==> config.mk <==
export PLATFORM = sky130hd
export DESIGN_NAME = vrc4_mapper_banking_irq
export DESIGN_NICKNAME = d
export VERILOG_FILES = /design/src/hdl/vrc4_pkg.sv /design/src/hdl/vrc4_mapper_banking_irq.sv /design/src/hdl/vrc4_pin_decode.sv
export SDC_FILE = /design/constraint.sdc
export NUM_CORES = 1
export LEC_CHECK = 0
export BUFFER_PORTS_ARGS = -buffer_cell sky130_fd_sc_hd__buf_2
export CAP_MARGIN = 20
export CORE_UTILIZATION = 46
export CTS_BUF_LIST = sky130_fd_sc_hd__clkbuf_8 sky130_fd_sc_hd__clkbuf_16
export DETAILED_ROUTE_END_ITERATION = 8
export SYNTH_ARGS = -nofsm -noshare
export SYNTH_HDL_FRONTEND = slang
export SYNTH_HIERARCHICAL = 1
export SYNTH_SLANG_ARGS = --single-unit
==> constraint.sdc <==
create_clock -name clk -period 5.4 [get_ports clk]
set_clock_uncertainty 0.15 [all_clocks]
set_input_delay 0.27 -clock clk [delete_from_list [all_inputs] [get_ports clk]]
set_output_delay 0.27 -clock clk [all_outputs]
set_load 0.1 [all_outputs]
==> src/hdl/vrc4_pkg.sv <==
// ----------------------------------------------------------------------------
// VRC2/VRC4 mapper package
// Shared types, codes and constants for the mapper banking and IRQ block.
// ----------------------------------------------------------------------------
package vrc4_pkg;

    typedef enum logic [1:0] {
        CMD_WRITE     = 2'd0,
        CMD_TICK      = 2'd1,
        CMD_CPU_XLATE = 2'd2,
        CMD_PPU_XLATE = 2'd3
    } cmd_t;

    localparam logic [2:0] TGT_UNMAPPED  = 3'd0;
    localparam logic [2:0] TGT_PRG_ROM   = 3'd1;
    localparam logic [2:0] TGT_PRG_RAM   = 3'd2;
    localparam logic [2:0] TGT_CHR_ROM   = 3'd3;
    localparam logic [2:0] TGT_NAMETABLE = 3'd4;

    localparam logic [3:0] VAR_VRC2A  = 4'd0;
    localparam logic [3:0] VAR_VRC2B  = 4'd1;
    localparam logic [3:0] VAR_VRC2C  = 4'd2;
    localparam logic [3:0] VAR_VRC4A  = 4'd3;
    localparam logic [3:0] VAR_VRC4B  = 4'd4;
    localparam logic [3:0] VAR_VRC4C  = 4'd5;
    localparam logic [3:0] VAR_VRC4D  = 4'd6;
    localparam logic [3:0] VAR_VRC4E  = 4'd7;
    localparam logic [3:0] VAR_VRC4F  = 4'd8;
    localparam logic [3:0] VAR_MAP23  = 4'd10;
    localparam logic [3:0] VAR_MAP25  = 4'd11;

    localparam logic [1:0] CFG_VARIANT       = 2'd0;
    localparam logic [1:0] CFG_LAST_PRG_BANK = 2'd1;
    localparam logic [1:0] CFG_RAM_PRESENT   = 2'd2;

    localparam logic [3:0] GRP_PRG_SWITCH = 4'h8;
    localparam logic [3:0] GRP_MIRROR     = 4'h9;
    localparam logic [3:0] GRP_PRG_MIDDLE = 4'hA;
    localparam logic [3:0] GRP_CHR_FIRST  = 4'hB;
    localparam logic [3:0] GRP_CHR_1      = 4'hC;
    localparam logic [3:0] GRP_CHR_2      = 4'hD;
    localparam logic [3:0] GRP_CHR_LAST   = 4'hE;
    localparam logic [3:0] GRP_IRQ        = 4'hF;

    localparam logic [1:0] IRQ_LATCH_LO  = 2'd0;
    localparam logic [1:0] IRQ_LATCH_HI  = 2'd1;
    localparam logic [1:0] IRQ_CONTROL   = 2'd2;
    localparam logic [1:0] IRQ_ACK       = 2'd3;

    localparam logic [1:0] MIR_VERTICAL   = 2'd0;
    localparam logic [1:0] MIR_HORIZONTAL = 2'd1;
    localparam logic [1:0] MIR_SINGLE_LO  = 2'd2;
    localparam logic [1:0] MIR_SINGLE_HI  = 2'd3;

    localparam logic signed [9:0] PRESCALE_RELOAD = 10'sd341;
    localparam logic signed [9:0] PRESCALE_STEP   = 10'sd3;
    localparam logic signed [9:0] PRESCALE_MIN    = -10'sd2;
    localparam logic [7:0]        IRQ_COUNT_TOP   = 8'hFF;

    typedef struct packed {
        logic [3:0] grp;
        logic [1:0] sub;
    } wr_reg_t;

    typedef struct packed {
        logic       irq_line;
        logic [2:0] target;
        logic [8:0] bank;
        logic       nametable_page;
    } result_t;

endpackage

==> src/hdl/vrc4_mapper_banking_irq.sv <==
// ----------------------------------------------------------------------------
// VRC2/VRC4 mapper banking and IRQ
// Bank registers, IRQ counter and address translation for the VRC2/VRC4
// cartridge mapper family.
//
// Each input item is one command: a CPU write, a CPU cycle tick, a CPU
// address translate or a PPU address translate. Every item gives exactly one
// result item carrying the IRQ level after the command and, for translates,
// the target memory, bank and nametable page.
// An item is processed in the cycle it is accepted; its result is registered,
// in the skid register while a result waits. The block takes one item per
// clock while the skid entry is empty. All state updates and the translation
// are done by one level of logic feeding register bank and result register.
// A two-entry output buffer (result register plus skid register) lets the
// block take one more item while a result waits; if the receiver keeps
// stalling, ready drops until the skid entry drains.
// Configuration writes (variant, last PRG bank, RAM present) are always
// accepted and should only be issued while the block is idle.
// Reset clears all mapper registers, loads the prescaler with 341 and
// restores the default configuration; no clearing pass is needed.
// ----------------------------------------------------------------------------
module vrc4_mapper_banking_irq
    import vrc4_pkg::*;
(
    input  logic        clk,
    input  logic        rst_n,

    input  logic        in_valid,
    output logic        in_ready,
    input  logic [1:0]  command,
    input  logic [15:0] address,
    input  logic [7:0]  data,

    output logic        out_valid,
    input  logic        out_ready,
    output logic        irq_line,
    output logic [2:0]  target,
    output logic [8:0]  bank,
    output logic        nametable_page,

    input  logic        cfg_valid,
    output logic        cfg_ready,
    input  logic [1:0]  cfg_index,
    input  logic [7:0]  cfg_data
);

    logic [3:0]        variant_reg;
    logic [7:0]        last_prg_bank_reg;
    logic              ram_present_reg;

    logic [4:0]        prg_switch_bank_reg, prg_switch_bank_next;
    logic [4:0]        prg_middle_bank_reg, prg_middle_bank_next;
    logic              prg_swap_mode_reg, prg_swap_mode_next;
    logic [8:0]        chr_bank_reg [8];
    logic [8:0]        chr_bank_next [8];
    logic [1:0]        mirror_mode_reg, mirror_mode_next;
    logic [7:0]        irq_latch_reg, irq_latch_next;
    logic [7:0]        irq_count_reg, irq_count_next;
    logic              irq_enabled_reg, irq_enabled_next;
    logic              irq_enable_after_ack_reg, irq_enable_after_ack_next;
    logic              irq_cycle_mode_reg, irq_cycle_mode_next;
    logic signed [9:0] prescaler_reg, prescaler_next;
    logic              irq_pending_reg, irq_pending_next;

    result_t           res_reg, res_next;
    result_t           skid_reg, skid_next;
    result_t           new_res;
    logic              out_valid_reg, out_valid_next;
    logic              skid_valid_reg, skid_valid_next;

    cmd_t              cmd;
    logic              accept;
    logic              is_vrc2;
    wr_reg_t           wr_sel;
    logic [2:0]        chr_wr_idx;
    logic [3:0]        chr_grp_off;
    logic [7:0]        second_last;
    logic [13:0]       ppu_addr;
    logic [8:0]        chr_sel;
    logic              ps_expired;
    logic              fire;

    assign cmd       = cmd_t'(command);
    assign accept    = in_valid && in_ready;
    assign in_ready  = !skid_valid_reg;
    assign cfg_ready = 1'b1;
    assign is_vrc2   = (variant_reg <= VAR_VRC2C);

    vrc4_pin_decode u_pin_decode (
        .variant (variant_reg),
        .address (address),
        .reg_sel (wr_sel)
    );

    assign chr_grp_off = wr_sel.grp - GRP_CHR_FIRST;
    assign chr_wr_idx  = {chr_grp_off[1:0], wr_sel.sub[1]};
    assign ps_expired  = (prescaler_reg <= 10'sd0);
    assign fire        = irq_cycle_mode_reg || ps_expired;

    // Register updates caused by writes and ticks.
    always_comb
    begin
        prg_switch_bank_next      = prg_switch_bank_reg;
        prg_middle_bank_next      = prg_middle_bank_reg;
        prg_swap_mode_next        = prg_swap_mode_reg;
        chr_bank_next             = chr_bank_reg;
        mirror_mode_next          = mirror_mode_reg;
        irq_latch_next            = irq_latch_reg;
        irq_count_next            = irq_count_reg;
        irq_enabled_next          = irq_enabled_reg;
        irq_enable_after_ack_next = irq_enable_after_ack_reg;
        irq_cycle_mode_next       = irq_cycle_mode_reg;
        prescaler_next            = prescaler_reg;
        irq_pending_next          = irq_pending_reg;

        if (accept && cmd == CMD_WRITE && address[15])
        begin
            unique case (wr_sel.grp)
                GRP_PRG_SWITCH:
                    prg_switch_bank_next = data[4:0];
                GRP_MIRROR:
                begin
                    if (is_vrc2)
                    begin
                        mirror_mode_next = {1'b0, data[0]};
                    end
                    else if (!wr_sel.sub[1])
                    begin
                        mirror_mode_next = data[1:0];
                    end
                    else
                    begin
                        prg_swap_mode_next = data[1];
                    end
                end
                GRP_PRG_MIDDLE:
                    prg_middle_bank_next = data[4:0];
                GRP_CHR_FIRST, GRP_CHR_1, GRP_CHR_2, GRP_CHR_LAST:
                begin
                    if (!wr_sel.sub[0])
                    begin
                        chr_bank_next[chr_wr_idx] =
                            {chr_bank_reg[chr_wr_idx][8:4], data[3:0]};
                    end
                    else
                    begin
                        chr_bank_next[chr_wr_idx] =
                            {data[4:0], chr_bank_reg[chr_wr_idx][3:0]};
                    end
                end
                GRP_IRQ:
                begin
                    unique case (wr_sel.sub)
                        IRQ_LATCH_LO:
                            irq_latch_next = {irq_latch_reg[7:4], data[3:0]};
                        IRQ_LATCH_HI:
                            irq_latch_next = {data[3:0], irq_latch_reg[3:0]};
                        IRQ_CONTROL:
                        begin
                            irq_enable_after_ack_next = data[0];
                            irq_enabled_next          = data[1];
                            irq_cycle_mode_next       = data[2];
                            if (data[1])
                            begin
                                irq_count_next = irq_latch_reg;
                                prescaler_next = PRESCALE_RELOAD;
                            end
                            irq_pending_next = 1'b0;
                        end
                        IRQ_ACK:
                        begin
                            irq_pending_next = 1'b0;
                            irq_enabled_next = irq_enable_after_ack_reg;
                        end
                        default:
                        begin
                        end
                    endcase
                end
                default:
                begin
                end
            endcase
        end
        else if (accept && cmd == CMD_TICK && !is_vrc2)
        begin
            if (ps_expired)
            begin
                prescaler_next = prescaler_reg + PRESCALE_RELOAD - PRESCALE_STEP;
            end
            else
            begin
                prescaler_next = prescaler_reg - PRESCALE_STEP;
            end
            if (irq_enabled_reg && fire)
            begin
                if (irq_count_reg == IRQ_COUNT_TOP)
                begin
                    irq_pending_next = 1'b1;
                    irq_count_next   = irq_latch_reg;
                end
                else
                begin
                    irq_count_next = irq_count_reg + 8'd1;
                end
            end
        end
    end

    assign second_last = last_prg_bank_reg - 8'd1;
    assign ppu_addr    = address[13:0];
    assign chr_sel     = chr_bank_reg[ppu_addr[12:10]];

    // Translation of the current item against the state before it.
    always_comb
    begin
        new_res                = '0;
        new_res.irq_line       = irq_pending_next;
        unique case (cmd)
            CMD_CPU_XLATE:
            begin
                if (address[15:13] == 3'b011)
                begin
                    if (ram_present_reg)
                    begin
                        new_res.target = TGT_PRG_RAM;
                    end
                end
                else if (address[15])
                begin
                    new_res.target = TGT_PRG_ROM;
                    unique case (address[14:13])
                        2'd0:
                            new_res.bank = prg_swap_mode_reg ? {1'b0, second_last}
                                                             : {4'd0, prg_switch_bank_reg};
                        2'd1:
                            new_res.bank = {4'd0, prg_middle_bank_reg};
                        2'd2:
                            new_res.bank = prg_swap_mode_reg ? {4'd0, prg_switch_bank_reg}
                                                             : {1'b0, second_last};
                        default:
                            new_res.bank = {1'b0, last_prg_bank_reg};
                    endcase
                end
            end
            CMD_PPU_XLATE:
            begin
                if (!ppu_addr[13])
                begin
                    new_res.target = TGT_CHR_ROM;
                    new_res.bank   = (variant_reg == VAR_VRC2A) ? {1'b0, chr_sel[8:1]}
                                                                : chr_sel;
                end
                else if (ppu_addr[13:8] != 6'h3F)
                begin
                    new_res.target = TGT_NAMETABLE;
                    unique case (mirror_mode_reg)
                        MIR_VERTICAL:   new_res.nametable_page = ppu_addr[10];
                        MIR_HORIZONTAL: new_res.nametable_page = ppu_addr[11];
                        MIR_SINGLE_LO:  new_res.nametable_page = 1'b0;
                        MIR_SINGLE_HI:  new_res.nametable_page = 1'b1;
                        default:        new_res.nametable_page = 1'b0;
                    endcase
                end
            end
            default:
            begin
            end
        endcase
    end

    // Output buffer: the skid entry always holds the younger result.
    always_comb
    begin
        res_next        = res_reg;
        skid_next       = skid_reg;
        out_valid_next  = out_valid_reg;
        skid_valid_next = skid_valid_reg;
        if (!out_valid_reg || out_ready)
        begin
            if (skid_valid_reg)
            begin
                res_next        = skid_reg;
                out_valid_next  = 1'b1;
                skid_valid_next = 1'b0;
            end
            else if (accept)
            begin
                res_next       = new_res;
                out_valid_next = 1'b1;
            end
            else
            begin
                out_valid_next = 1'b0;
            end
        end
        else if (accept)
        begin
            skid_next       = new_res;
            skid_valid_next = 1'b1;
        end
    end

    always_ff @(posedge clk or negedge rst_n)
    begin
        if (!rst_n)
        begin
            variant_reg              <= VAR_VRC4B;
            last_prg_bank_reg        <= 8'd31;
            ram_present_reg          <= 1'b1;
            prg_switch_bank_reg      <= '0;
            prg_middle_bank_reg      <= '0;
            prg_swap_mode_reg        <= 1'b0;
            chr_bank_reg             <= '{default: '0};
            mirror_mode_reg          <= MIR_VERTICAL;
            irq_latch_reg            <= '0;
            irq_count_reg            <= '0;
            irq_enabled_reg          <= 1'b0;
            irq_enable_after_ack_reg <= 1'b0;
            irq_cycle_mode_reg       <= 1'b0;
            prescaler_reg            <= PRESCALE_RELOAD;
            irq_pending_reg          <= 1'b0;
            out_valid_reg            <= 1'b0;
            skid_valid_reg           <= 1'b0;
        end
        else
        begin
            if (cfg_valid && cfg_ready)
            begin
                unique case (cfg_index)
                    CFG_VARIANT:       variant_reg       <= cfg_data[3:0];
                    CFG_LAST_PRG_BANK: last_prg_bank_reg <= cfg_data;
                    CFG_RAM_PRESENT:   ram_present_reg   <= cfg_data[0];
                    default:
                    begin
                    end
                endcase
            end
            prg_switch_bank_reg      <= prg_switch_bank_next;
            prg_middle_bank_reg      <= prg_middle_bank_next;
            prg_swap_mode_reg        <= prg_swap_mode_next;
            chr_bank_reg             <= chr_bank_next;
            mirror_mode_reg          <= mirror_mode_next;
            irq_latch_reg            <= irq_latch_next;
            irq_count_reg            <= irq_count_next;
            irq_enabled_reg          <= irq_enabled_next;
            irq_enable_after_ack_reg <= irq_enable_after_ack_next;
            irq_cycle_mode_reg       <= irq_cycle_mode_next;
            prescaler_reg            <= prescaler_next;
            irq_pending_reg          <= irq_pending_next;
            out_valid_reg            <= out_valid_next;
            skid_valid_reg           <= skid_valid_next;
        end
    end

    always_ff @(posedge clk)
    begin
        res_reg  <= res_next;
        skid_reg <= skid_next;
    end

    assign out_valid      = out_valid_reg;
    assign irq_line       = res_reg.irq_line;
    assign target         = res_reg.target;
    assign bank           = res_reg.bank;
    assign nametable_page = res_reg.nametable_page;

    // The skid entry is only ever filled behind a waiting result.
    assert property (@(posedge clk) disable iff (!rst_n)
        skid_valid_reg |-> out_valid_reg)
        else $error("Skid entry holds an item without a result in front of it.");

    // The prescaler stays within the span its reload and step allow.
    assert property (@(posedge clk) disable iff (!rst_n)
        (prescaler_reg <= PRESCALE_RELOAD) && (prescaler_reg >= PRESCALE_MIN))
        else $error("IRQ prescaler left its legal range.");

    // On VRC2 boards a tick leaves the IRQ counter and prescaler alone.
    assert property (@(posedge clk) disable iff (!rst_n)
        (accept && cmd == CMD_TICK && is_vrc2) |=>
            ($stable(irq_count_reg) && $stable(prescaler_reg)))
        else $error("Tick changed IRQ state on a VRC2 variant.");

    // A newly loaded result reports the IRQ level held by the mapper.
    assert property (@(posedge clk) disable iff (!rst_n)
        (accept && !skid_valid_reg && (!out_valid_reg || out_ready)) |=>
            (res_reg.irq_line == irq_pending_reg))
        else $error("Result IRQ level differs from the pending flag.");

endmodule

==> src/hdl/vrc4_pin_decode.sv <==
// ----------------------------------------------------------------------------
// VRC2/VRC4 register pin decode
// Maps a CPU write address onto a register group and sub-register number
// according to the board variant's wiring of the low address lines.
// ----------------------------------------------------------------------------
module vrc4_pin_decode
    import vrc4_pkg::*;
(
    input  logic [3:0]  variant,
    input  logic [15:0] address,
    output wr_reg_t     reg_sel
);

    function automatic logic [1:0] exact_sub(
        input logic [7:0] a,
        input logic [7:0] m3,
        input logic [7:0] m2,
        input logic [7:0] m1
    );
        logic [1:0] s;
        begin
            if ((a & m3) == m3)
            begin
                s = 2'd3;
            end
            else if ((a & m2) == m2)
            begin
                s = 2'd2;
            end
            else if ((a & m1) == m1)
            begin
                s = 2'd1;
            end
            else
            begin
                s = 2'd0;
            end
            return s;
        end
    endfunction

    function automatic logic [1:0] legacy_sub(
        input logic [7:0] a,
        input logic [7:0] m3a,
        input logic [7:0] m3b,
        input logic [7:0] m2,
        input logic [7:0] m1
    );
        logic [1:0] s;
        begin
            if (((a & m3a) == m3a) || ((a & m3b) == m3b))
            begin
                s = 2'd3;
            end
            else if ((a & m2) != 8'h00)
            begin
                s = 2'd2;
            end
            else if ((a & m1) != 8'h00)
            begin
                s = 2'd1;
            end
            else
            begin
                s = 2'd0;
            end
            return s;
        end
    endfunction

    logic [7:0] lo;

    assign lo = address[7:0];

    always_comb
    begin
        reg_sel.grp = address[15:12];
        unique case (variant)
            VAR_VRC2A, VAR_VRC2C, VAR_VRC4B:
                reg_sel.sub = exact_sub(lo, 8'h03, 8'h01, 8'h02);
            VAR_VRC2B, VAR_VRC4F:
                reg_sel.sub = exact_sub(lo, 8'h03, 8'h02, 8'h01);
            VAR_VRC4A:
                reg_sel.sub = exact_sub(lo, 8'h06, 8'h04, 8'h02);
            VAR_VRC4C:
                reg_sel.sub = exact_sub(lo, 8'hC0, 8'h80, 8'h40);
            VAR_VRC4D:
                reg_sel.sub = exact_sub(lo, 8'h0C, 8'h04, 8'h08);
            VAR_VRC4E:
                reg_sel.sub = exact_sub(lo, 8'h0C, 8'h08, 8'h04);
            VAR_MAP23:
                reg_sel.sub = legacy_sub(lo, 8'h0C, 8'h03, 8'h0A, 8'h05);
            VAR_MAP25:
                reg_sel.sub = legacy_sub(lo, 8'h0C, 8'h03, 8'h05, 8'h0A);
            default:
                reg_sel.sub = legacy_sub(lo, 8'h06, 8'hC0, 8'h84, 8'h42);
        endcase
    end

endmodule

== Word level (Yosys, flattened, before mapping) ==
Index checks and enable logic that the tools add are counted.

* Word-level logic and storage cells: 224
* Input bits: 41
* Bits in registers: 158
* Output and inout bits: 17

* Add/sub/neg operators: 6
* Order comparisons: 5
* Muxes and demuxes: 83
* Equality and inequality tests: 42
* Reduce and logical (&&, ||, !) cells: 49
* Bitwise operators: 6

{| class="wikitable"
|+ Operators with widths
! kind !! count
|-
| bitwise mux 72 bit || 2
|-
| two-way mux 72 bit || 1
|-
| two-way mux 8 bit || 9
|-
| two-way mux 9 bit || 8
|-
| two-way mux 10 bit || 7
|-
| binary-select mux 9 bit (select 3 bit) || 2
|-
| equality test 4 bit (second input constant) || 11
|-
| two-way mux 2 bit || 22
|-
| nonzero test 8 bit || 4
|-
| two-way mux 14 bit || 2
|-
| demux 9 bit (select 3 bit) || 1
|-
| equality test 2 bit (second input constant) || 12
|-
| case mux 12 bit (2 select lines) || 1
|-
| case mux 8 bit (3 select lines) || 1
|-
| two-way mux 1 bit || 21
|-
| subtractor 10 x 3 -> 10 bit (second input constant) || 2
|-
| equality test 4 x 3 -> 1 bit (second input constant) || 4
|-
| case mux 2 bit (8 select lines) || 1
|-
| case mux 8 bit (2 select lines) || 1
|-
| AND reduction 2 bit || 8
|-
| AND reduction 4 bit || 4
|-
| adder 10 bit (second input constant) || 1
|-
| equality test 2 x 1 -> 1 bit (second input constant) || 5
|-
| less-or-equal comparator 10 x 1 -> 1 bit (second input constant) || 1
|-
| 29 further kinds || 60
|}

== Logic depth before layout (Yosys ltp) ==
* Word-level depth: 12
* Gate-level depth with buffers: 13

== By module ==
Netlist, hierarchy kept.

{| class="wikitable"
|+ Modules (own cells, without submodules)
! module !! sequential area each (um2) !! area each (um2) !! times used !! cells each
|-
| vrc4_mapper_banking_irq || 4,108.9 || 9,093.7 || 1 || 843
|-
| vrc4_pin_decode || 0.0 || 315.3 || 1 || 48
|}

== Least setup slack after synthesis ==
Ideal clock, no wire load.

* Kind: reg-to-reg
* Start: register variant_reg[0]
* End: register chr_bank_reg[1] (netlist name)
* Buffers on the path: 3
* Stages on the path, launching flop included: 11
* Clock period less this slack: 3,132 ps
* Setup time: 132 ps
* Arrival time: 2,850 ps
* Slack: 2,268 ps
* Required time: 5,118 ps
* Path through: dfrtp_1 buf_6 or3_1 a21oi_1 o32a_1 buf_6 buf_6 mux4_1 mux2_2 a2111oi_0 nor2_1

{| class="wikitable"
|+ RTL lines
! what !! RTL line !! text
|-
| start, declared || vrc4_mapper_banking_irq.sv:47 || <nowiki>logic [3:0] variant_reg;</nowiki>
|-
| start signal, assigned || vrc4_mapper_banking_irq.sv:331 || <nowiki>CFG_VARIANT: variant_reg <= cfg_data[3:0];</nowiki>
|-
| end signal, assigned || vrc4_mapper_banking_irq.sv:342 || <nowiki>chr_bank_reg <= chr_bank_next;</nowiki>
|-
| end, declared || vrc4_mapper_banking_irq.sv:54 || <nowiki>logic [8:0] chr_bank_reg [8];</nowiki>
|}

==> run_results.csv <==
group,metric,value,unit
synth,synthXorXnorAreaFrac,0.00465,
setup_path,reg2reg_depth,10,
clock_network,cts-hold-fix-buffers,10,
global_route,grt_use_met2,0.381,
power_and_ir_drop,internal-power,0.00246,W
setup_path,start_kind,"flop",
synth,synth_top_family_by_area,"multiplexers",
synth,avgSynthCellArea,10.6,um^2
synth,synth-edff-count,28,
setup_path,critical_path_class,"flop to flop",
global_route,grt_overflow,0,
clock_network,clkSlewWorstSetupHoldPaths,0.06,ns
synth,yosysSeqAreaShare,0.437,
job,maxCapViolCount,0,
global_route,busiest_layer,"met2",
floorplanning,coreArea,0.0198,mm^2
clock_network,cts_sinks,158,
place,gp_congestion,0.835,
global_route,use_met3,0.0415,
synth,synth.top_cell.area_share,0.314,
synth,synth_most_common_cell,"dfrtp_1",
clock_network,insertion_delay,0.42,ns
floorplanning,num_io_pins,58,
synth,netlist_instances,891,
place,io_buffers,51,
routing,drc_errors,0,
clock_network,clk_path_buf_depth,2,
synth,yosys.area_share.simple,0.150,
setup_path,cp_num_buf_inv,1,
synth,async_reset_ff_frac,0.823,
timing,worst_pin_slew,1.03,ns
routing,initialDrtViolationCount,564,
routing,wire_per_inst,20.1,um
clock_network,cts_setup_buffers,0,
final_layout,fillCellCount,1814,
power_and_ir_drop,p_leak,4.39,nW
routing,drt_wl_total,24100,um
power_and_ir_drop,ir_drop,245,uV
floorplanning,dieArea,0.0210,mm^2
global_route,antenna_found_initial,0,
place,place_ws,1.50,ns
timing,rsz0062_at_grt,"false",
synth,synth_top_cells_by_count,"dfrtp_1 (118), nor2_1 (79), nand2_1 (76)",
timing,drv_slew,0,
synth,ys_top_cells_by_area,"dfrtp_1 (31%), edfxtp_1 (8.9%), mux2_2 (8.5%), mux4_2 (6.5%), a21oi_1 (3.4%)",
global_route,grt_max_degree,83,
final_layout,drive_gt1_frac,0.225,
global_route,gr-usage-all-layers,0.240,
power_and_ir_drop,p_comb_frac,0.256,
setup_path,path_max_fanout,25,
clock_network,cts_resized,0,
setup_path,timing.critical_path.mode_cell,"a21oi_1",
final_layout,fin_util,0.527,
timing,hold_viol_final,0,
final_layout,syn_to_final_growth,10.7,%
global_route,grtUsageMet1,0.344,
clock_network,numCtsBuffers,17,
floorplanning,start_util,0.476,
power_and_ir_drop,p_sw,0.00122,W
clock_network,cts_tree,"built",
global_route,grt_pass1_wl,39300,um
setup_path,path_cells,"nand2_1 -> or3_1 -> a21oi_1 -> o32a_2 -> buf_4 -> mux4_1 -> mux2i_1 -> nor2_1 -> a21oi_1 -> o21ai_0",
timing,clock.fmax,256,MHz
synth,synth_top_area_cell,"dfrtp_1",
timing,setup_viol,0,
final_layout,fin_nets,972,
power_and_ir_drop,switching_share,0.332,
routing,drtPass1Iterations,7,
routing,viasPerCell,5.98,
power_and_ir_drop,p_per_area,353,mW/mm^2
timing,worst_slack,1.50,ns
synth,synth_nets,944,
final_layout,regArea,0.00411,mm^2
place,dp_hpwl,16200,um
synth,ys_warn_count,6,
routing,ant_nets,0,
hold_path,min_path_cells,2,
final_layout,stdcell_count,1197,
run_status,run_status,"completed",
synth,synth_area,0.00941,mm^2
final_layout,largest_reg_flops,72,
power_and_ir_drop,p_seq_frac,0.417,
synth,synth_cell_type_count,79,
timing,relSlewSlack,0.311,
setup_path,end_kind,"flop",
routing,vias,7160,
synth,synth-adder-area-share,0.0160,
setup_path,cp.depth,10,
final_layout,multi_input_area,0.00488,mm^2
synth,synth-compound-area-share,0.154,
timing,tns,0,ns
setup_path,crit_slowest_cell,"o32a_2",
floorplanning,die_w,145,um
final_layout,antennaDiodeCount,0,
global_route,grt_pass1_vias,7039,
timing,holdWs,0.0323,ns
synth,ys.flop_type,"dfrtp_1",
timing,fin_crit_sh,0.723,
power_and_ir_drop,p_clk_frac,0.327,
clock_network,cts_root_buffer,"clkbuf_16",
floorplanning,row_count,51,
hold_path,hold_path.class,"input pin to flop",
timing,layout_min_cycle_time,3.90,ns
place,dp.cells,1154,
floorplanning,die_h,145,um
clock_network,htree_levels,4,
setup_path,cp.arrival,4.03,ns
setup_path,critPathTopFamily,"multiplexers",
setup_path,crit_required,5.52,ns
synth,synth-seq-cells,158,
setup_path,cp_slowest_stage_delay,0.71,ns
synth,muxShareOfSynthArea,0.193,
==> worst paths after layout <==
| kind | to | startpoint | slack, ns |
|---|---|---|---|
| max | chr_bank_reg[57]$_DFFE_PN0P_ | variant_reg[3]$_DFFE_PN0P_ | 1.50 |
| min | prg_switch_bank_reg[4]$_DFFE_PN0P_ | data[4] | 0.03 |
| max reg2reg | chr_bank_reg[57]$_DFFE_PN0P_ | variant_reg[3]$_DFFE_PN0P_ | 1.50 |
| min reg2reg | chr_bank_reg[0]$_DFFE_PN0P_ | chr_bank_reg[0]$_DFFE_PN0P_ | 0.35 |
| max in group asynchronous | chr_bank_reg[40]$_DFFE_PN0P_ | rst_n | 3.63 |
| min in group asynchronous | chr_bank_reg[43]$_DFFE_PN0P_ | rst_n | 0.32 |
==> cells in the final DEF, fill, tap and decap left out, drive strengths merged, types with 21 or more instances in the layout <==
cell type and count:
o21ai 63, edfxtp 28, nand2 77, a21oi 65, mux4 34, mux2i 21, dfrtp 118, nor2 79
buf 60, a22oi 26, mux2 72, inv 27
==> kinds of logic (layout without fill, tap and decap cells) <==
kind of cell,Yosys count,after routing
and+or+nand+nor,280,280
buffers and inverters,82,123
muxes,127,127
AOI/OAI and AO/OA,226,226
DFF,158,158
adders and majority gates,12,12
xor gates and xnor gates,5,5
other,1,1
==> routing by layer <==
layer	vias to the layer above	routed length, um
met3	17	1060
met1	3591	11500
met2	168	11400
li1	3384	-
met5	-	0
met4	0	197
==> final cells by class <==
class	count	area share
clock buffers	19	0.0446
inverters	21	0.00757
clock inverters	13	0.0119
multi-input cells	651	0.468
well taps	265	0.0318
flip-flops and latches	158	0.395
repair buffers	70	0.0413
==> power by group through the flow <==
stage / combinational, W / sequential [W] / clock (W)
final: 0.000941 / 0.00154 / 0.00120
after global routing: 0.00103 / 0.00156 / 0.00128
after CTS: 0.000939 / 0.00153 / 0.00122
after detailed placement: 0.000931 / 0.00155 / 0
after global placement: 0.000918 / 0.00155 / 0
after floorplan: 0.000687 / 0.00156 / 0
==> metrics by stage <==
step                power (W)  cell area (um^2)
floorplan             0.00224              9410
global placement      0.00247              9710
detailed placement    0.00248              9720
CTS                   0.00369             10400
global route          0.00387             10400
finish                0.00368             10400
(Power assumes the default switching activity.)
